### src/postfix_stack_evaluator_defines.svh
// Assertion helpers for the postfix evaluator.
`ifndef POSTFIX_STACK_EVALUATOR_DEFINES_SVH
`define POSTFIX_STACK_EVALUATOR_DEFINES_SVH

// Implication checked on every clock edge outside reset.
`define PSE_ASSERT_IMP(label, clk, rst, cond, prop, msg) \
   label: assert property (@(posedge clk) disable iff (rst) (cond) |-> (prop)) \
      else $error(msg);

// Next-cycle implication checked outside reset.
`define PSE_ASSERT_NEXT(label, clk, rst, cond, prop, msg) \
   label: assert property (@(posedge clk) disable iff (rst) (cond) |=> (prop)) \
      else $error(msg);

`endif

### src/pse_pkg.sv
`default_nettype none
package pse_pkg;
   localparam int StackDepth = 64;
   localparam int LevelWidth = $clog2(StackDepth + 1);
   localparam int PtrWidth   = $clog2(StackDepth);
   localparam int NumVars    = 52;
   localparam int VarIdxWidth = 6;

   localparam logic [7:0] ChPlus  = 8'h2B;
   localparam logic [7:0] ChMinus = 8'h2D;
   localparam logic [7:0] ChStar  = 8'h2A;
   localparam logic [7:0] ChSlash = 8'h2F;
   localparam logic [7:0] ChCaret = 8'h5E;
   localparam logic [7:0] ChEqual = 8'h3D;
   localparam logic [7:0] ChSpace = 8'h20;
   localparam logic [7:0] ChComma = 8'h2C;

   localparam logic [2:0] ErrNone      = 3'd0;
   localparam logic [2:0] ErrUnderflow = 3'd1;
   localparam logic [2:0] ErrType      = 3'd2;
   localparam logic [2:0] ErrUnassign  = 3'd3;
   localparam logic [2:0] ErrDivZero   = 3'd4;
   localparam logic [2:0] ErrLeftover  = 3'd5;
   localparam logic [2:0] ErrOverflow  = 3'd6;

   typedef enum logic [2:0] {
      OP_SKIP, OP_DIGIT, OP_LETTER, OP_ASSIGN, OP_ARITH, OP_DROP
   } op_kind_type;

   typedef enum logic [2:0] {
      AR_ADD, AR_SUB, AR_MUL, AR_DIV, AR_POW
   } arith_type;

   typedef struct packed {
      logic [7:0] symbol;
      logic       is_last;
   } req_word_type;

   typedef struct packed {
      logic signed [31:0] value;
      logic [2:0]         error_code;
   } rsp_word_type;

   // classified command passed from front to back
   typedef struct packed {
      op_kind_type             kind;
      arith_type               arith;
      logic [31:0]             literal;
      logic [VarIdxWidth-1:0]  var_idx;
      logic                    is_last;
   } cmd_type;

   function automatic logic is_letter(input logic [31:0] c);
      return (c >= 32'h41 && c <= 32'h5A) || (c >= 32'h61 && c <= 32'h7A);
   endfunction

   function automatic logic [VarIdxWidth-1:0] var_index(input logic [31:0] c);
      logic [7:0] b;
      b = c[7:0];
      if (b <= 8'h5A) return VarIdxWidth'(b - 8'h41);
      return VarIdxWidth'(b - 8'h61 + 8'd26);
   endfunction
endpackage
`default_nettype wire

### src/pse_front.sv
`default_nettype none
module pse_front (
   input  wire logic                  clock,
   input  wire logic                  reset,
   input  wire logic                  req_valid,
   output logic                       req_stall,
   input  wire pse_pkg::req_word_type req_word,
   output logic                       cmd_valid,
   input  wire logic                  cmd_stall,
   output pse_pkg::cmd_type           cmd
);
   import pse_pkg::*;

   // two-entry queue
   cmd_type    q_ff [2];
   cmd_type    q_in;
   logic       wp_ff, rp_ff;
   logic [1:0] cnt_ff;
   logic       push, pop;

   always_comb begin
      q_in = '0;
      q_in.is_last = req_word.is_last;
      q_in.literal = {24'd0, req_word.symbol};
      q_in.var_idx = var_index({24'd0, req_word.symbol});
      q_in.arith = AR_ADD;
      if (req_word.symbol == ChSpace || req_word.symbol == ChComma)
         q_in.kind = OP_SKIP;
      else if (is_letter({24'd0, req_word.symbol}))
         q_in.kind = OP_LETTER;
      else if (req_word.symbol >= 8'h30 && req_word.symbol <= 8'h39) begin
         q_in.kind = OP_DIGIT;
         q_in.literal = {24'd0, req_word.symbol - 8'h30};
      end else if (req_word.symbol == ChEqual)
         q_in.kind = OP_ASSIGN;
      else begin
         q_in.kind = OP_ARITH;
         case (req_word.symbol)
            ChPlus:  q_in.arith = AR_ADD;
            ChMinus: q_in.arith = AR_SUB;
            ChStar:  q_in.arith = AR_MUL;
            ChSlash: q_in.arith = AR_DIV;
            ChCaret: q_in.arith = AR_POW;
            default: q_in.kind = OP_DROP;
         endcase
      end
   end

   assign req_stall = (cnt_ff == 2'd2);
   assign push      = req_valid && !req_stall;
   assign cmd_valid = (cnt_ff != 2'd0);
   assign pop       = cmd_valid && !cmd_stall;
   assign cmd       = q_ff[rp_ff];

   always_ff @(posedge clock) begin
      if (reset) begin
         wp_ff <= 1'b0;
         rp_ff <= 1'b0;
         cnt_ff <= 2'd0;
      end else begin
         if (push) wp_ff <= !wp_ff;
         if (pop) rp_ff <= !rp_ff;
         cnt_ff <= cnt_ff + 2'(push) - 2'(pop);
      end
      if (push) q_ff[wp_ff] <= q_in;
   end
endmodule
`default_nettype wire

### config.mk
export PLATFORM = sky130hd
export DESIGN_NAME = pse_front
export DESIGN_NICKNAME = d
export VERILOG_FILES = /design/src/postfix_stack_evaluator_defines.svh /design/src/pse_pkg.sv /design/src/pse_front.sv
export SDC_FILE = /design/constraint.sdc
export NUM_CORES = 1
export LEC_CHECK = 0
export BUFFER_PORTS_ARGS = -buffer_cell sky130_fd_sc_hd__buf_4
export CAP_MARGIN = 20
export CORE_ASPECT_RATIO = 1.25
export CORE_MARGIN = 5
export CORE_UTILIZATION = 30
export CTS_CLUSTER_DIAMETER = 200
export DETAILED_ROUTE_END_ITERATION = 7
export HOLD_SLACK_MARGIN = 0.06
export REMOVE_ABC_BUFFERS = 1
export SKIP_CTS_REPAIR_TIMING = 1
export SYNTH_ARGS = -nofsm -noshare
export SYNTH_HDL_FRONTEND = slang
export SYNTH_SLANG_ARGS = --single-unit
### constraint.sdc
create_clock -name clock -period 2.5 [get_ports clock]
set_input_delay 0.125 -clock clock [delete_from_list [all_inputs] [get_ports clock]]
set_output_delay 0.125 -clock clock [all_outputs]
set_load 0.01 [all_outputs]
-- Yosys cells after proc, flatten, opt, wreduce, memory -nomap -nowiden
Memory sizes are Yosys's and may differ from the RTL's. A register that Yosys moved wholly into a read port is not among the register bits.
Index checks and enable logic that the tools add are counted.
- output and inout bits: 47
- flip-flop bits (word level): 4
- bits in writable memories: 90
- memories kept: 1
- input bits: 13
- logic and storage cells: 57
- eq/ne operators: 9
- multiplexer cells: 18
- reductions and logical operators: 13
- $add $sub $neg: 6
- $lt $le $gt $ge: 7
- memory list (name ; words ; width ; rd ports ; clocked after memory_dff ; wr ports ; RTL line ; text):
    q_ff ; 2 ; 45 ; 1 ; 1 ; 1 ; pse_front.sv:15 ; cmd_type q_ff [2];
- operator list (kind ; number):
    2-to-1 mux 35 bit ; 2
    equality test 8 x 6 -> 1 bit, second input constant ; 7
    less-or-equal comparator 8 x 7 -> 1 bit, second input constant ; 3
    2-to-1 mux 3 bit ; 6
    >= comparator 8 x 7 -> 1 bit, second input constant ; 2
    2-to-1 mux 6 bit ; 2
    one-hot mux 3 bit (4 select lines) ; 1
    equality test 8 x 7 -> 1 bit, second input constant ; 1
    >= comparator 8 x 6 -> 1 bit, second input constant ; 1
    less-or-equal comparator 8 x 6 -> 1 bit, second input constant ; 1
    2-to-1 mux 8 bit ; 1
    subtractor 8 x 6 -> 8 bit, second input constant ; 1
    adder 6 x 5 -> 6 bit, second input constant ; 1
    2-to-1 mux 1 bit ; 6
    subtractor 6 x 1 -> 6 bit, second input constant ; 1
    subtractor 6 bit, second input constant ; 1
    logical AND 1 bit ; 5
    OR reduction 5 bit ; 1
    logical NOT 1 bit ; 4
    adder 2 x 1 -> 2 bit ; 1
    equality test 2 bit, second input constant ; 1
    logical OR 1 bit ; 2
    nonzero test 2 bit ; 1
    subtractor 2 x 1 -> 2 bit ; 1

-- Longest topological paths before layout
Gate-level depths: netlist of the first run.
- depth after elaboration: 7
- mapped depth: 8
- gate-level depth less buffers: 8

-- Worst setup path before layout of the first run
No wires, ideal clock.
- path kind: register to register
- start point: register cnt_ff[0]
- end point: memory q_ff[0][0] (netlist name) (enable)
- path slack: 647 ps
- setup time: 399 ps
- clock period less this slack: 1853 ps
- cell stages (with the launch flop): 4
- arrival time: 1455 ps
- required time: 2101 ps
- buffers on the path: 0
- cells stage by stage: dfxtp_1 > nand2b_1 > nand2_1 > nor2_1
- longest elaborated chain between the ends: 5
- ends and longest elaborated chain (what ; RTL line ; text):
    from (decl) ; pse_front.sv:18 ; logic [1:0] cnt_ff;
    from (signal assigned) ; pse_front.sv:63 ; cnt_ff <= cnt_ff + 2'(push) - 2'(pop);
    equality test 2 bit ; pse_front.sv:49 ; assign req_stall = (cnt_ff == 2'd2);
    logical NOT 1 bit ; pse_front.sv:50 ; assign push = req_valid && !req_stall;
    logical AND 1 bit ; pse_front.sv:50 ;
    2-to-1 mux 1 bit ; pse_front.sv:65 ; if (push) q_ff[wp_ff] <= q_in;
    2-to-1 mux 1 bit (not written as such) ; pse_front.sv:65 ;
    to (decl) ; pse_front.sv:15 ;
Every way passes these cells.

==> metrics, run 1 <==
status completed; FF-to-FF End cnt_ff[1]; Worst-Skew Late Latency 300 ps; clock buffer depth 2; Synth cell types 54; R2R depth 8; wire length on met2 2.75 mm; WHS Path Cells 1; first-pass GRT wire length 8.60 mm; share of cells above drive strength 1 30.5%; Post-Place Cells 366; Lkg Pwr 0.00122 µW; setup repair after global routing missed its margin false; Starting DRT DRC Count 81; reg2reg start cnt_ff[1]; CTS Buf Count 5; die width 94.4 µm; Seq pwr share 43.2%; deepest level of the CTS H-tree 2; I/O pin total 60; combinational share of power 32.7%; # rows 38; worst stage delay on the critical path 510 ps; # DRC 0; Final Skew 5.32 ps; WL final 5.49 mm; initial antenna violation count 0; max_cap viols 0; post-synthesis register bit count 47; metal3 WL 267 µm; crit path cell chain buf_4 > inv_1 > ha_1 > or4b_4 > a311oi_2 > a21oi_2 > nor4_1; Peak VDD IR 0.322 mV; Crit Path Class input port to flop; min cycle time layout 1830 ps; Cell Area, Synth 0.00267 mm²; post-DP HPWL 3.99 mm; NetSw 705 µW; worst hold start req_word[2]; Sw Ratio 29.2%; Worst Path Arrival 1910 ps; Initial Util 30.7%; number of synthesized flops with an enable pin 42; worst path buffer plus inverter count 2; CTS tree yes; final setup violation count 0; Post-Layout Cell Count 376; Tcrit/Tclk final 73.2%; Global Route Usage Sum 10.2%; clk sink count 47; Post-Syn Instances 218; WP data required 2580 ps; crit end category flop; core footprint 0.00870 mm²; Max Fclk 0.547 GHz; FFs w/ async S/R, synth 0%; Die Span Y 116 µm; clock power share 24.1%; Overall Power 2420 µW; worst hold margin 96.5 ps; Routability Congestion 0.860; Pwr Density 776 mW/mm²; yosys warns 0; TritonRoute pass-1 iters 4; critical path startpoint category input port; Vias/cell 4.50; internal power 1710 µW; CP max-delay cell or4b_4; CTS Root Cell clkbuf_8; Hold Path Class input port to flop; M1 WL 2.40 mm; die area 0.0109 mm²; GRT overflow 0; IO Port Bufs 35; Worst-path clk slew 90 ps; Final #Nets 280; count of pins over their slew limit 0; per-cell routed wire length 14.6 µm; r2r setup slk 760 ps; Synth Area per Inst 12.3 µm²; Vias 1692; setup TNS 0 ps; Area Overhead vs Synth 16.4%; largest net degree at the start of global routing 22; CP Max Fanout 12; sequential element share of the synthesized area 50.9%; Post-synth top flop edfxtp_1; diode count 0; Worst path top cell family by delay simple AND/OR/NAND/NOR gates; Worst Hold End q_ff[0][8]; antenna-violating nets left 0; final hold vios 0; vias in the first global route 1673; Top Layer Used met4
==> metal layers <==
layer,vias to the layer above,track usage (%)
met5,-,0
met4,0,3.47
met3,6,2.08
met2,58,16.7
met1,802,13.4
li1,826,-
==> worst max-delay path by stage <==
stage	startpoint	endpoint	slack, ps	cells past startpoint
floorplan	cnt_ff[0]	q_ff[0][0]	650	3
global placement	req_word[2]	q_ff[0][39]	510	7
detailed placement	req_word[2]	q_ff[0][39]	370	7
CTS	req_word[2]	q_ff[0][39]	680	7
global route	req_word[1]	q_ff[0][39]	580	7
finish	req_word[2]	q_ff[0][39]	670	7
==> power groups by stage <==
stage          sequential (µW)  combinational (µW)  clock, µW
2_1_floorplan             1080                 430          0
3_3_place_gp              1060                 799          0
3_5_place_dp              1060                 812          0
4_1_cts                   1050                 817        596
5_1_grt                   1060                 881        628
6_report                  1040                 789        583
==> worst reg2reg max path: stages, from the launching register on <==
cell     delay (ps)
dfxtp_1         340
or2_2           310
nor2b_1         160
ha_1            280
inv_1            40
ha_1            170
xor2_1          150
xnor2_1         130
nor2_1           50
==> per-stage QoR <==
stage | util [%] | setup WS (ps) | instance area, µm²
floorplan | - | 647 | 2530
global placement | 34.1 | 508 | 2970
detailed placement | 34.1 | 371 | 2970
CTS | 35.5 | 685 | 3090
global route | 35.8 | 584 | 3110
finish | 35.8 | 671 | 3110
==> layout by cell type (no fill, tap or decap), types with 3 or more instances in the layout <==
cell type | synthesis | layout
a21oi_1 | 3 | 3
buf_4 | 26 | 38
clkbuf_8 | 0 | 5
conb_1 | 1 | 24
dfxtp_1 | 5 | 5
edfxtp_1 | 42 | 42
ha_1 | 12 | 12
inv_1 | 9 | 9
mux2_2 | 21 | 21
nand2_1 | 6 | 6
nand3_1 | 5 | 5
nand4_1 | 5 | 5
nor2_1 | 13 | 12
nor2b_1 | 4 | 4
xnor2_1 | 7 | 7
==> Yosys cell counts, types with 3 or more instances <==
master | number | area (µm²)
buf_4 | 26 | 195
nand4_1 | 5 | 31.3
edfxtp_1 | 42 | 1260
a21oi_1 | 3 | 15.0
nor2_1 | 13 | 48.8
ha_1 | 12 | 150
xnor2_1 | 7 | 61.3
dfxtp_1 | 5 | 100
mux2_2 | 21 | 236
nand2_1 | 6 | 22.5
clkbuf_1 | 4 | 15.0
nor2b_1 | 4 | 25.0
nand3_1 | 5 | 25.0
inv_1 | 9 | 33.8
==> kinds of logic (layout without fill, tap and decap cells) <==
group                    count (synthesis)  after routing  share of synthesized area (%)
XOR/XNOR                                 9              9                           2.95
other                                    1             24                          0.140
AND/OR/NAND/NOR                         54             54                           12.0
flip-flops                              47             47                           50.9
multiplexers                            22             22                           9.27
AO/OA/AOI/OAI                           31             31                           9.22
adder cells (fa/ha/maj)                 12             12                           5.62
buffers and inverters                   42             57                           9.92
==> cell type report <==
| cell class | count | area (µm²) |
|---|---|---|
| Clock buffer | 7 | 119 |
| Clock inverter | 1 | 7.51 |
| Fill cell | 871 | 5590 |
| Inverter | 9 | 33.8 |
| Multi-Input combinational cell | 152 | 1140 |
| Sequential cell | 47 | 1360 |
| Tap cell | 120 | 150 |
| Timing Repair Buffer | 40 | 305 |
==> state kept, by name, summed over array words and instances (netlist names), named ones only <==
| signal | cells |
|---|---|
| cnt_ff | 2 |
| q_ff | 42 |
| rp_ff | 1 |
| wp_ff | 1 |
Power figures use the tool's default switching activity.
==> run 2: changes to the inputs <==
Settings changed: ABC_AREA set to 1.
Clock period 2.5 ns to 1.84 ns, I/O delays scaled along.
==> run 2 against run 1 <==
Against the previous run: register-to-register slack got worse by 500 ps; clock skew is 1.9 ps higher; sequential share of layout area fell by 1.1 points; final area is 2.6% higher; first-iteration DRC count grew 1.2%; die area rose by 0.76%; combinational power is 33% higher; utilization grew 0.72 points; largest power group unchanged.
==> metrics, run 2 <==
status completed; commonest non-fill, non-tap cell in the layout edfxtp_1; die area 0.0110 mm²; Pwr Density 1050 mW/mm²; number of synthesized flops with an enable pin 42; count of pins over their slew limit 0; # rows 38; setup repair after global routing missed its margin false; min cycle time layout 1640 ps; Die Span Y 116 µm; cell taking the most area after synthesis edfxtp_1; Post-Syn Instances 259; largest net degree at the start of global routing 23; r2r setup slk 260 ps; yosys warns 0; Post-synth top flop edfxtp_1; Cell Area, Synth 0.00270 mm²; diode count 0; Crit Path Class flop to output port; Routability Congestion 0.861; final hold vios 0; post-synth top area share 46.8%; Initial Util 30.8%; Peak VDD IR 0.367 mV; WP data required 1750 ps; Place WS 248 ps; Global Route Usage Sum 9.58%; Largest regs q_ff (42), cnt_ff (2); CTS Buf Count 5; share of cells above drive strength 1 29.3%; most common cell in the netlist edfxtp_1; Synth Area per Inst 10.4 µm²; Worst Path Arrival 1550 ps; per-cell routed wire length 11.9 µm; CTS Root Cell clkbuf_8; Post-synth top cells 42 x edfxtp_1, 39 x nand2_1, 26 x nor2_1; GRT overflow 0; post-synthesis register bit count 47; Lkg Pwr 0.00135 µW; CP Max Fanout 15; top cells by area, synth edfxtp_1 47%, mux2_2 8.8%, buf_4 6.7%, ha_1 5.6%, nand2_1 5.4%; Final #Nets 328; WHS Path Cells 1; R2R depth 8; reg2reg start cnt_ff[0]; Overall Power 3360 µW; # DRC 0; final setup violation count 0; sequential element share of the synthesized area 50.5%; final worst slack 202 ps; Post-Layout Cell Count 424; CTS tree yes; most frequent cells in the layout 42 x edfxtp_1, 39 x nand2_1, 38 x buf_4; WL final 5.05 mm; vias in the first global route 1799; FFs w/ async S/R, synth 0%; Vias/cell 4.19; clock buffer depth 2; TritonRoute pass-1 iters 4; Max Fclk 0.611 GHz; first-pass GRT wire length 8.21 mm; FF-to-FF End cnt_ff[1]; Hold Path Class input port to flop; Final Skew 7.25 ps; worst hold start req_word[1]; Worst-path clk slew 90 ps; antenna-violating nets left 0; IO Port Bufs 35; Worst-Skew Late Latency 300 ps; Post-Place Cells 413; Tcrit/Tclk final 89.0%; Starting DRT DRC Count 82; initial antenna violation count 0; deepest level of the CTS H-tree 2; Worst Hold End q_ff[1][7]; I/O pin total 60; max reg flops 42; setup TNS 0 ps; die width 94.8 µm; post-DP HPWL 3.85 mm; Vias 1775; Area Overhead vs Synth 18.4%; max_cap viols 0; critical path startpoint category flop; clk sink count 47; crit end category output port; Top reg by flops q_ff; core footprint 0.00875 mm²; Synth cell types 26; worst hold margin 59.5 ps
[run 2: changes by cell type in the layout (fill, tap and decap cells not counted), moves of 4 or more]
| cell | before | now |
|---|---|---|
| inv_1 | 9 | 23 |
| inv_2 | 0 | 4 |
| nand2_1 | 6 | 39 |
| nand3_1 | 5 | 12 |
| nand4_1 | 5 | 0 |
| nor2_1 | 12 | 24 |
| nor2_2 | 1 | 7 |
| nor2b_1 | 4 | 0 |
| o21ai_0 | 2 | 8 |
| xnor2_1 | 7 | 2 |
| xor2_1 | 2 | 6 |
[run 2: per-layer routing]
| metal | part of all wire (%) | track usage, % | wire length, µm | up-vias |
|---|---|---|---|---|
| met5 | 0 | 0 | 0 | - |
| met4 | 2.1 | 4.91 | 106 | 0 |
| met3 | 5.6 | 1.82 | 282 | 5 |
| met2 | 50 | 16.7 | 2530 | 47 |
| met1 | 42 | 11.1 | 2130 | 830 |
| li1 | - | - | - | 893 |
[run 2: layout make-up]
cell class                      instances  area [µm²]
Multi-Input combinational cell        180        1110
Clock inverter                          2        60.1
Inverter                               27         101
Tap cell                              120         150
Sequential cell                        47        1360
Fill cell                             879        5560
Timing Repair Buffer                   42         335
Clock buffer                            6        72.6
[run 2: worst max-delay path, cell delays in order, from the launching register on]
cell	delay, ps
dfxtp_1	540
buf_12	200
mux2_2	350
buf_4	140
[run 2: where the power goes]
part / switching (µW) / total (µW) / internal [µW] / leakage (µW)
Sequential: 61.0 / 1440 / 1380 / 0.000438
Combinational: 541 / 1050 / 513 / 0.000849
Clock: 327 / 869 / 543 / 0.0000654
[run 2: cell families after synthesis]
| kind of cell | count (synthesis) | synth area share, % |
|---|---|---|
| AO/OA/AOI/OAI | 15 | 2.92 |
| flip-flops | 47 | 50.5 |
| buffers and inverters | 55 | 11.6 |
| XOR/XNOR | 8 | 2.60 |
| other | 1 | 0.139 |
| multiplexers | 21 | 8.77 |
| adder cells (fa/ha/maj) | 12 | 5.57 |
| AND/OR/NAND/NOR | 100 | 17.9 |
[run 2: how the worst max path moves through the flow]
stage | slack (ps) | from | endpoint
2_1_floorplan | -70 | cnt_ff[1] | q_ff[1][0]
3_3_place_gp | 270 | req_word[5] | q_ff[0][13]
3_5_place_dp | 250 | req_word[1] | q_ff[1][13]
4_1_cts | 150 | flop | cmd[43]
5_1_grt | 90 | cnt_ff[0] | cnt_ff[1]
6_report | 200 | flop | cmd[14]
[run 2: through the flow]
step | util (%) | area (µm²)
after floorplan | - | 2570
after global placement | 34.6 | 3030
after detailed placement | 34.6 | 3030
after CTS | 36.2 | 3160
after global routing | 36.5 | 3190
final | 36.5 | 3190
